--- src/design/rafl_pkg.sv ---
package rafl_pkg;

  localparam logic OP_APPEND = 1'b0;
  localparam logic OP_LOOKUP = 1'b1;

  localparam logic [1:0] MODE_DENY_LIST = 2'd0;
  localparam logic [1:0] MODE_ALLOW_LIST = 2'd1;

  localparam logic VERDICT_ALLOW = 1'b0;
  localparam logic VERDICT_DENY = 1'b1;

  localparam logic STATUS_OK = 1'b0;
  localparam logic STATUS_FULL = 1'b1;

  typedef struct packed {
    logic [31:0] addr;
    logic [31:0] mask;
  } rule_t;

  typedef struct packed {
    logic valid;
    logic verdict;
    logic status;
  } res_t;

endpackage

--- src/design/rafl_rule_mem.sv ---
module rafl_rule_mem #(
  parameter int unsigned Depth = 64,
  parameter int unsigned IdxW = 6
) (
  input  logic                  clk_i,
  input  logic                  we_i,
  input  logic [IdxW-1:0]       waddr_i,
  input  rafl_pkg::rule_t       wdata_i,
  input  logic [IdxW-1:0]       raddr_i,
  output rafl_pkg::rule_t       rdata_o
);

  rafl_pkg::rule_t mem_q [Depth];
  rafl_pkg::rule_t rdata_q;

  always_ff @(posedge clk_i) begin
    if (we_i) begin
      mem_q[waddr_i] <= wdata_i;
    end
    rdata_q <= mem_q[raddr_i];
  end

  assign rdata_o = rdata_q;

endmodule

--- src/design/rafl_seq.sv ---
module rafl_seq #(
  parameter int unsigned MaxRules = 64,
  parameter int unsigned CntW = 7,
  parameter int unsigned IdxW = 6
) (
  input  logic              clk_i,
  input  logic              rst_ni,
  input  logic              in_valid_i,
  output logic              in_ready_o,
  input  logic              operation_i,
  input  logic [31:0]       route_address_i,
  input  logic [31:0]       route_mask_i,
  input  logic [1:0]        mode_i,
  output rafl_pkg::res_t    res_o,
  input  logic              res_ready_i,
  output logic              mem_we_o,
  output logic [IdxW-1:0]   mem_waddr_o,
  output rafl_pkg::rule_t   mem_wdata_o,
  output logic [IdxW-1:0]   mem_raddr_o,
  input  rafl_pkg::rule_t   mem_rdata_i
);

  localparam logic [1:0] ST_IDLE = 2'd0;
  localparam logic [1:0] ST_SCAN = 2'd1;
  localparam logic [1:0] ST_DRAIN = 2'd2;
  localparam logic [1:0] ST_DONE = 2'd3;

  logic [1:0] state_q, state_d;
  logic [CntW-1:0] count_q, count_d;
  logic [CntW-1:0] idx_q, idx_d;
  logic cmp_valid_q, cmp_valid_d;
  logic hit_q, hit_d;
  logic lookup_q, lookup_d;
  logic full_st_q, full_st_d;
  rafl_pkg::rule_t key_q, key_d;
  logic accept;
  logic full;
  logic last;
  logic verdict;

  assign accept = in_valid_i && in_ready_o;
  assign full = (count_q == CntW'(MaxRules));
  assign last = ((idx_q + CntW'(1)) == count_q);

  assign in_ready_o = (state_q == ST_IDLE);
  assign mem_we_o = accept && (operation_i == rafl_pkg::OP_APPEND) && !full;
  assign mem_waddr_o = count_q[IdxW-1:0];
  assign mem_wdata_o = '{addr: route_address_i, mask: route_mask_i};
  assign mem_raddr_o = idx_q[IdxW-1:0];

  always_comb begin
    case (mode_i)
      rafl_pkg::MODE_DENY_LIST:  verdict = hit_q ? rafl_pkg::VERDICT_DENY
                                                 : rafl_pkg::VERDICT_ALLOW;
      rafl_pkg::MODE_ALLOW_LIST: verdict = hit_q ? rafl_pkg::VERDICT_ALLOW
                                                 : rafl_pkg::VERDICT_DENY;
      default:                   verdict = rafl_pkg::VERDICT_DENY;
    endcase
  end

  always_comb begin
    res_o.valid = (state_q == ST_DONE);
    res_o.verdict = lookup_q ? verdict : rafl_pkg::VERDICT_ALLOW;
    res_o.status = full_st_q;
  end

  always_comb begin
    state_d = state_q;
    count_d = count_q;
    idx_d = idx_q;
    cmp_valid_d = 1'b0;
    hit_d = hit_q;
    lookup_d = lookup_q;
    full_st_d = full_st_q;
    key_d = key_q;
    if (cmp_valid_q && (mem_rdata_i == key_q)) begin
      hit_d = 1'b1;
    end
    unique case (state_q)
      ST_IDLE: begin
        if (accept) begin
          key_d = '{addr: route_address_i, mask: route_mask_i};
          hit_d = 1'b0;
          idx_d = '0;
          if (operation_i == rafl_pkg::OP_APPEND) begin
            lookup_d = 1'b0;
            state_d = ST_DONE;
            if (full) begin
              full_st_d = rafl_pkg::STATUS_FULL;
            end else begin
              full_st_d = rafl_pkg::STATUS_OK;
              count_d = count_q + CntW'(1);
            end
          end else begin
            lookup_d = 1'b1;
            full_st_d = rafl_pkg::STATUS_OK;
            state_d = (count_q == '0) ? ST_DONE : ST_SCAN;
          end
        end
      end
      ST_SCAN: begin
        cmp_valid_d = 1'b1;
        if (last) begin
          state_d = ST_DRAIN;
        end else begin
          idx_d = idx_q + CntW'(1);
        end
      end
      ST_DRAIN: begin
        state_d = ST_DONE;
      end
      ST_DONE: begin
        if (res_ready_i) begin
          state_d = ST_IDLE;
        end
      end
      default: state_d = ST_IDLE;
    endcase
  end

  always_ff @(posedge clk_i or negedge rst_ni) begin
    if (!rst_ni) begin
      state_q <= ST_IDLE;
      count_q <= '0;
      cmp_valid_q <= 1'b0;
    end else begin
      state_q <= state_d;
      count_q <= count_d;
      cmp_valid_q <= cmp_valid_d;
    end
  end

  always_ff @(posedge clk_i) begin
    idx_q <= idx_d;
    hit_q <= hit_d;
    lookup_q <= lookup_d;
    full_st_q <= full_st_d;
    key_q <= key_d;
  end

endmodule

--- src/design/route_allow_deny_filter_core.sv ---
// Exact-match route filter that stores up to MAX_RULES address and mask pairs in one
// synchronous memory and answers every transaction with one verdict and status result. An
// append transaction, or a lookup on an empty table, goes from acceptance straight to the
// done state, and its result is then registered into the output register. Any other lookup
// scans every stored rule, because the single memory read port delivers one stored rule
// per cycle to the comparator, and then passes a drain state before the done state. In
// either case the next transaction can be accepted once the result enters the output
// register; a result waiting there does not stop the next from being accepted and started.
module route_allow_deny_filter_core #(
  parameter int unsigned MAX_RULES = 64
) (
  input  logic        clk_i,
  input  logic        rst_ni,
  input  logic        in_valid_i,
  output logic        in_ready_o,
  input  logic        operation_i,
  input  logic [31:0] route_address_i,
  input  logic [31:0] route_mask_i,
  output logic        out_valid_o,
  input  logic        out_ready_i,
  output logic        verdict_o,
  output logic        status_o,
  input  logic        cfg_we_i,
  input  logic [1:0]  cfg_wdata_i
);

  localparam int unsigned CntW = $clog2(MAX_RULES + 1);
  localparam int unsigned IdxW = (MAX_RULES > 1) ? $clog2(MAX_RULES) : 1;

  logic [1:0] mode_q;
  logic out_valid_q;
  logic verdict_q;
  logic status_q;
  logic res_ready;
  rafl_pkg::res_t res;
  logic mem_we;
  logic [IdxW-1:0] mem_waddr;
  logic [IdxW-1:0] mem_raddr;
  rafl_pkg::rule_t mem_wdata;
  rafl_pkg::rule_t mem_rdata;

  assign res_ready = !out_valid_q || out_ready_i;

  always_ff @(posedge clk_i or negedge rst_ni) begin
    if (!rst_ni) begin
      mode_q <= rafl_pkg::MODE_DENY_LIST;
      out_valid_q <= 1'b0;
    end else begin
      if (cfg_we_i) begin
        mode_q <= cfg_wdata_i;
      end
      if (res_ready) begin
        out_valid_q <= res.valid;
      end
    end
  end

  always_ff @(posedge clk_i) begin
    if (res_ready && res.valid) begin
      verdict_q <= res.verdict;
      status_q <= res.status;
    end
  end

  assign out_valid_o = out_valid_q;
  assign verdict_o = verdict_q;
  assign status_o = status_q;

  rafl_seq #(
    .MaxRules(MAX_RULES),
    .CntW(CntW),
    .IdxW(IdxW)
  ) u_seq (
    .clk_i(clk_i),
    .rst_ni(rst_ni),
    .in_valid_i(in_valid_i),
    .in_ready_o(in_ready_o),
    .operation_i(operation_i),
    .route_address_i(route_address_i),
    .route_mask_i(route_mask_i),
    .mode_i(mode_q),
    .res_o(res),
    .res_ready_i(res_ready),
    .mem_we_o(mem_we),
    .mem_waddr_o(mem_waddr),
    .mem_wdata_o(mem_wdata),
    .mem_raddr_o(mem_raddr),
    .mem_rdata_i(mem_rdata)
  );

  rafl_rule_mem #(
    .Depth(MAX_RULES),
    .IdxW(IdxW)
  ) u_mem (
    .clk_i(clk_i),
    .we_i(mem_we),
    .waddr_i(mem_waddr),
    .wdata_i(mem_wdata),
    .raddr_i(mem_raddr),
    .rdata_o(mem_rdata)
  );

endmodule

--- config.mk ---
export PLATFORM = sky130hd
export DESIGN_NAME = route_allow_deny_filter_core
export DESIGN_NICKNAME = d
export VERILOG_FILES = /design/src/design/rafl_pkg.sv /design/src/design/rafl_rule_mem.sv /design/src/design/rafl_seq.sv /design/src/design/route_allow_deny_filter_core.sv
export SDC_FILE = /design/constraint.sdc
export NUM_CORES = 2
export LEC_CHECK = 0
export ABC_AREA = 1
export BUFFER_PORTS_ARGS = -buffer_cell sky130_fd_sc_hd__buf_2
export CELL_PAD_IN_SITES_DETAIL_PLACEMENT = 0
export CELL_PAD_IN_SITES_GLOBAL_PLACEMENT = 1
export CORE_ASPECT_RATIO = 0.5
export CORE_MARGIN = 1.5
export CORE_UTILIZATION = 35
export CTS_BUF_LIST = sky130_fd_sc_hd__clkbuf_8
export CTS_CLUSTER_SIZE = 40
export DETAILED_ROUTE_END_ITERATION = 12
export PLACE_DENSITY_LB_ADDON = 0.1
export SYNTH_ARGS = -nofsm -noshare
export SYNTH_HDL_FRONTEND = slang
export SYNTH_SLANG_ARGS = --single-unit
--- constraint.sdc ---
create_clock -name clk_i -period 14.1 [get_ports clk_i]
set_input_delay 1.41 -clock clk_i [delete_from_list [all_inputs] [get_ports clk_i]]
set_output_delay 1.41 -clock clk_i [all_outputs]
set_load 0.01 [all_outputs]
# Word-level counts from Yosys, hierarchy flattened
# Memories as Yosys holds them, arrays and structs flattened. A register that Yosys moved wholly into a read port is not among the register bits.
# Index checks and enable logic that the tools add are counted.
[word_totals] n_memories=1 wordCells=65 input_bits=72 mem_bits_rw=4096 ff_bits=89 out_inout_bits=4
[memory_table] memory="u_mem.mem_q" words=64 word_bits=64 read_ports=1 rd_clocked_by_memory_dff=1 write_ports=1 line_no="rafl_rule_mem.sv:13" text="rafl_pkg::rule_t mem_q [Depth];"
[classes] n_bitwise=2 muxes=20 addsub=2 n_reduce_logical=16 eq_ne=11
[op_table] cell="equality test 64 bit" n=1
[op_table] cell="adder 7 x 1 -> 7 bit (second input constant)" n=2
[op_table] cell="2-to-1 mux 7 bit" n=2
[op_table] cell="one-hot mux 7 bit (2 select lines)" n=1
[op_table] cell="2-to-1 mux 1 bit" n=10
[op_table] cell="2-to-1 mux 2 bit" n=5
[op_table] cell="one-hot mux 2 bit (4 select lines)" n=1
[op_table] cell="equality test 7 bit" n=1
[op_table] cell="equality test 7 bit (second input constant)" n=1
[op_table] cell="zero test 7 bit" n=1
[op_table] cell="inequality test 2 bit (second input constant)" n=3
[op_table] cell="AND reduction 3 bit" n=2
[op_table] cell="logical AND 1 bit" n=5
[op_table] cell="equality test 2 x 1 -> 1 bit (second input constant)" n=2
[op_table] cell="equality test 2 bit (second input constant)" n=2
[op_table] cell="zero test 2 bit" n=2
[op_table] cell="AND reduction 4 bit" n=1
[op_table] cell="zero test 1 bit" n=2
[op_table] cell="inequality test 2 x 1 -> 1 bit (second input constant)" n=1
[op_table] cell="inverter 1 bit" n=2
[op_table] cell="one-hot mux 1 bit (2 select lines)" n=1
[op_table] cell="AND reduction 2 bit" n=1
[op_table] cell="nonzero test 2 bit" n=1
[op_table] cell="logical OR 1 bit" n=1

# Longest topological paths before layout
[depth] word_depth=6 ltp_mapped=15 depth_no_buf=14

# Cells and area by module
# From an unflattened synthesis, not the netlist that was laid out.
[unflattened] hier_cells=13913 area_unflattened_um2=170121.9
[modules_own_cells] module="rafl_rule_mem" instances=1 area_per_inst_um2=165306.0 seq_area_each_um2=124279.2 cells_per_inst=13405
[modules_own_cells] module="rafl_seq" instances=1 area_per_inst_um2=4635.7 seq_area_each_um2=2462.4 cells_per_inst=492
[modules_own_cells] module="route_allow_deny_filter_core" instances=1 area_per_inst_um2=180.2 seq_area_each_um2=135.1 cells_per_inst=16

# Worst setup path before layout
# No wires, ideal clock.
[synth_timing] path_kind="input -> register" from="input port in_valid_i" to="memory u_mem.mem_q[45][0] in the netlist's numbering (enable)" arrival_time_ns=6.391 path_slack_ns=7.144 t_required_ns=13.535 setup_time_ns=0.565 path_buffers=1 stages=7 cell_sequence="nand2_1 -> nor2_1 -> nand2_1 -> inv_1 -> buf_2 -> nand2_1 -> nor3_1"
[synth_between] elab_chain_len=5
[synth_rtl] item="start, declared" line_no="route_allow_deny_filter_core.sv:14" text="input logic in_valid_i,"
[synth_rtl] item="logical AND 1 bit" line_no="rafl_seq.sv:41" text="assign accept = in_valid_i && in_ready_o;"
[synth_rtl] item="logical AND 1 bit (2 in series)" line_no="rafl_seq.sv:46" text="assign mem_we_o = accept && (operation_i == rafl_pkg::OP_APPEND) && !full;"
[synth_rtl] item="2-to-1 mux 1 bit" line_no="rafl_rule_mem.sv:17" text="if (we_i) begin"
[synth_rtl] item="2-to-1 mux 1 bit (not written as such)" line_no="rafl_rule_mem.sv:18" text="mem_q[waddr_i] <= wdata_i;"
[synth_rtl] item="end, declared" line_no="rafl_rule_mem.sv:13"
# Every way passes these cells.

==> run summary <==
Status: completed
Layout Cells excl Fill: 20300
Wirelength per Cell: 29.8 um
DPL Wire Length: 318 mm
Worst r2r src: u_seq.idx_q[0]
First-pass DRT Iterations: 6
Final WL: 605 mm
Number of DRC markers in iteration 0: 11300
Chip width: 981 um
Largest net degree at the start of global routing: 177
Period minus WS final: 5530 ps
Hold-fix buffers at CTS: 0
Slew @ Worst Pin: 1280 ps
P&R area growth vs syn: 11.5%
CP arrival: 6580 ps
CTS tree: yes
Most frequent cells in the layout: edfxtp_1, nand2_1, o21ai_0, nor2_1, nand3_1
Setup WS pre-CTS: 7980 ps
Maximum VDD drop: 209 uV
Pleak: 63.3 nW
Critical path cell sequence: buf_4, buf_4, buf_4, buf_4, buf_4, o21ai_0, o22ai_1, nand2_1, nand3_1, nand3_1, nand2_1, nand2_1, nand2_1
Rows: 179
Final Max Slew Viols: 0
CP max stage delay: 820 ps
H-Tree Level Count: 6
Max Clock Skew: 53.8 ps
Slew Limit Headroom: 0.144
Setup Viol. Count Final: 0
Gr ovfl total: 0
DRC Markers: 0
Setup ws final: 8570 ps
Fin util: 0.392
Gr usage total: 0.244
Worst min-delay path class: primary input to async pin
DIE HEIGHT: 492 um
Number of I/O pins: 76
Clock sinks: 4249
Share of layout cells above drive strength 1: 0.0904
Worst Path Buf+Inv: 5
Worst path required time: 15150 ps
Clk_lat worst skew: 1130 ps
Clock buffer depth: 4
Core area: 476000 um2
Worst path top cell family by delay: buffers and inverters
Vias in the first global route: 105000
MaxCap Viol Count: 0
Register area share after synthesis: 0.758
R2r endpoint: u_mem.rdata_o[0]
Post-CTS Setup Bufs: 0
CP Launch Type: flop
Syn. warnings: 0
GP Congestion: 0.775
Pwr per Cell Area: 196 nW/um2
Antenna-violating nets left: 0
CTS root buf: clkbuf_8
Cell mode on critical path: buf_4
Slack of the worst reg-to-reg path: 8570 ps
Syn_area_per_cell: 12.6 um2
Final TNS setup: 0 ps
Net count, final: 13500
DIE AREA: 482000 um2
Clock transition at path regs: 70 ps
Synthesized area: 167000 um2
Cells after Synth: 13300
Syn Nets: 13300
Highest clock rate: 0.181 GHz
R2R depth: 13
Routed vias: 109000
Post-cts sizing count: 0
RSZ-0062 raised after global routing: no
CTS Buf Count: 654
Maximum fanout along the worst path: 74
Dpl cells: 19100
Power consumption: 36.5 mW
Initial antenna violation count: 43
Crit path kind: flop to flop
Vias/cell: 5.36
Crit share post-route: 0.392
Port bufs: 75
Initial Utilization: 0.352
Slowest CP cell: buf_4
Synth Register Bits: 4249
Kind of end point of the critical path: flop
Leading cell type in the layout, fill and taps excluded: edfxtp_1
Synth unique cells: 30
Global-route wire length before repair: 838 mm
Final Hold Fails: 0
==> worst max path at each step <==
stage                        start                  end  slack (ps)  depth (start not counted)
floorplan               in_valid_i   u_mem.mem_q[45][0]        7140                          7
global placement        in_valid_i  u_mem.mem_q[35][25]        8020                          9
detailed placement      in_valid_i  u_mem.mem_q[35][25]        7980                          9
CTS                 u_seq.idx_q[0]     u_mem.rdata_o[0]        8570                         13
global route        u_seq.idx_q[0]     u_mem.rdata_o[0]        8330                         13
finish              u_seq.idx_q[0]     u_mem.rdata_o[0]        8570                         13
==> Yosys cell counts (all sizes together) <==
| library cell | number | area share |
|---|---|---|
| dfrtp | 13 | 0.0019 |
| nand2 | 2917 | 0.065 |
| ha | 7 | 0.00052 |
| edfxtp | 4171 | 0.75 |
| dfxtp | 65 | 0.0078 |
| or2 | 5 | 0.00019 |
| nor2 | 1331 | 0.030 |
| o211ai | 20 | 0.00090 |
| nor4 | 1 | 0.000037 |
| nand4 | 9 | 0.00034 |
| clkinv | 2 | 0.000045 |
| xnor2 | 12 | 0.00063 |
| buf | 433 | 0.015 |
| a21boi | 52 | 0.0023 |
| xor2 | 23 | 0.0012 |
| o22ai | 566 | 0.021 |
| nor3 | 194 | 0.0058 |
| a31oi | 1 | 0.000037 |
| clkbuf | 429 | 0.0096 |
| a21oi | 652 | 0.020 |
| mux2 | 2 | 0.00013 |
| o21ai | 1289 | 0.039 |
| nand3 | 860 | 0.026 |
| inv | 197 | 0.0044 |
| a211oi | 15 | 0.00067 |
==> final cells by class <==
type,instances,area (um2)
fillers,45600,289000
flip-flops and latches,4249,127000
multi-input cells,7956,36100
clock buffers,692,9520
well taps,6335,7930
repair buffers,408,3170
clock inverters,467,2130
inverters,199,797
diodes,11,27.5
==> kinds of logic (layout without fill, tap and decap cells) <==
family          Yosys count  count (layout)  synth area share
fa+ha+maj                 7               7          0.000523
mux                       2               2          0.000135
other cells               0              11                 0
compound gates         2595            2595            0.0832
simple gates           5317            5317             0.127
buf+inv                1061            1766            0.0287
flops                  4249            4249             0.758
xor+xnor                 35              35           0.00183
==> per-layer routing <==
| layer | part of all wire | track usage |
|---|---|---|
| met5 | 0.000021 | 0 |
| met1 | 0.47 | 0.360 |
| met4 | 0.025 | 0.0618 |
| met2 | 0.45 | 0.382 |
| met3 | 0.057 | 0.0311 |
==> flip-flops by register name (all words and copies together), names as in the netlist, 2 cells and up <==
register       cells
u_seq.state_q      2
u_mem.rdata_o     64
u_seq.key_q       64
mode_q             2
u_seq.idx_q        7
u_mem.mem_q     4096
u_seq.count_q      7
==> where the power goes <==
part	internal [mW]	switching, mW	total, mW
logic	2.97	9.49	12.5
clock network	4.62	5.09	9.71
registers	14.1	0.203	14.3
total	21.7	14.8	36.5
==> metrics by stage <==
stage | hold WS, ps | cell area, um2
floorplan | 400 | 167000
global placement | 426 | 175000
detailed placement | 439 | 175000
CTS | 81.6 | 187000
global route | 140 | 187000
finish | 190 | 187000
Power figures use the tool's default switching activity.
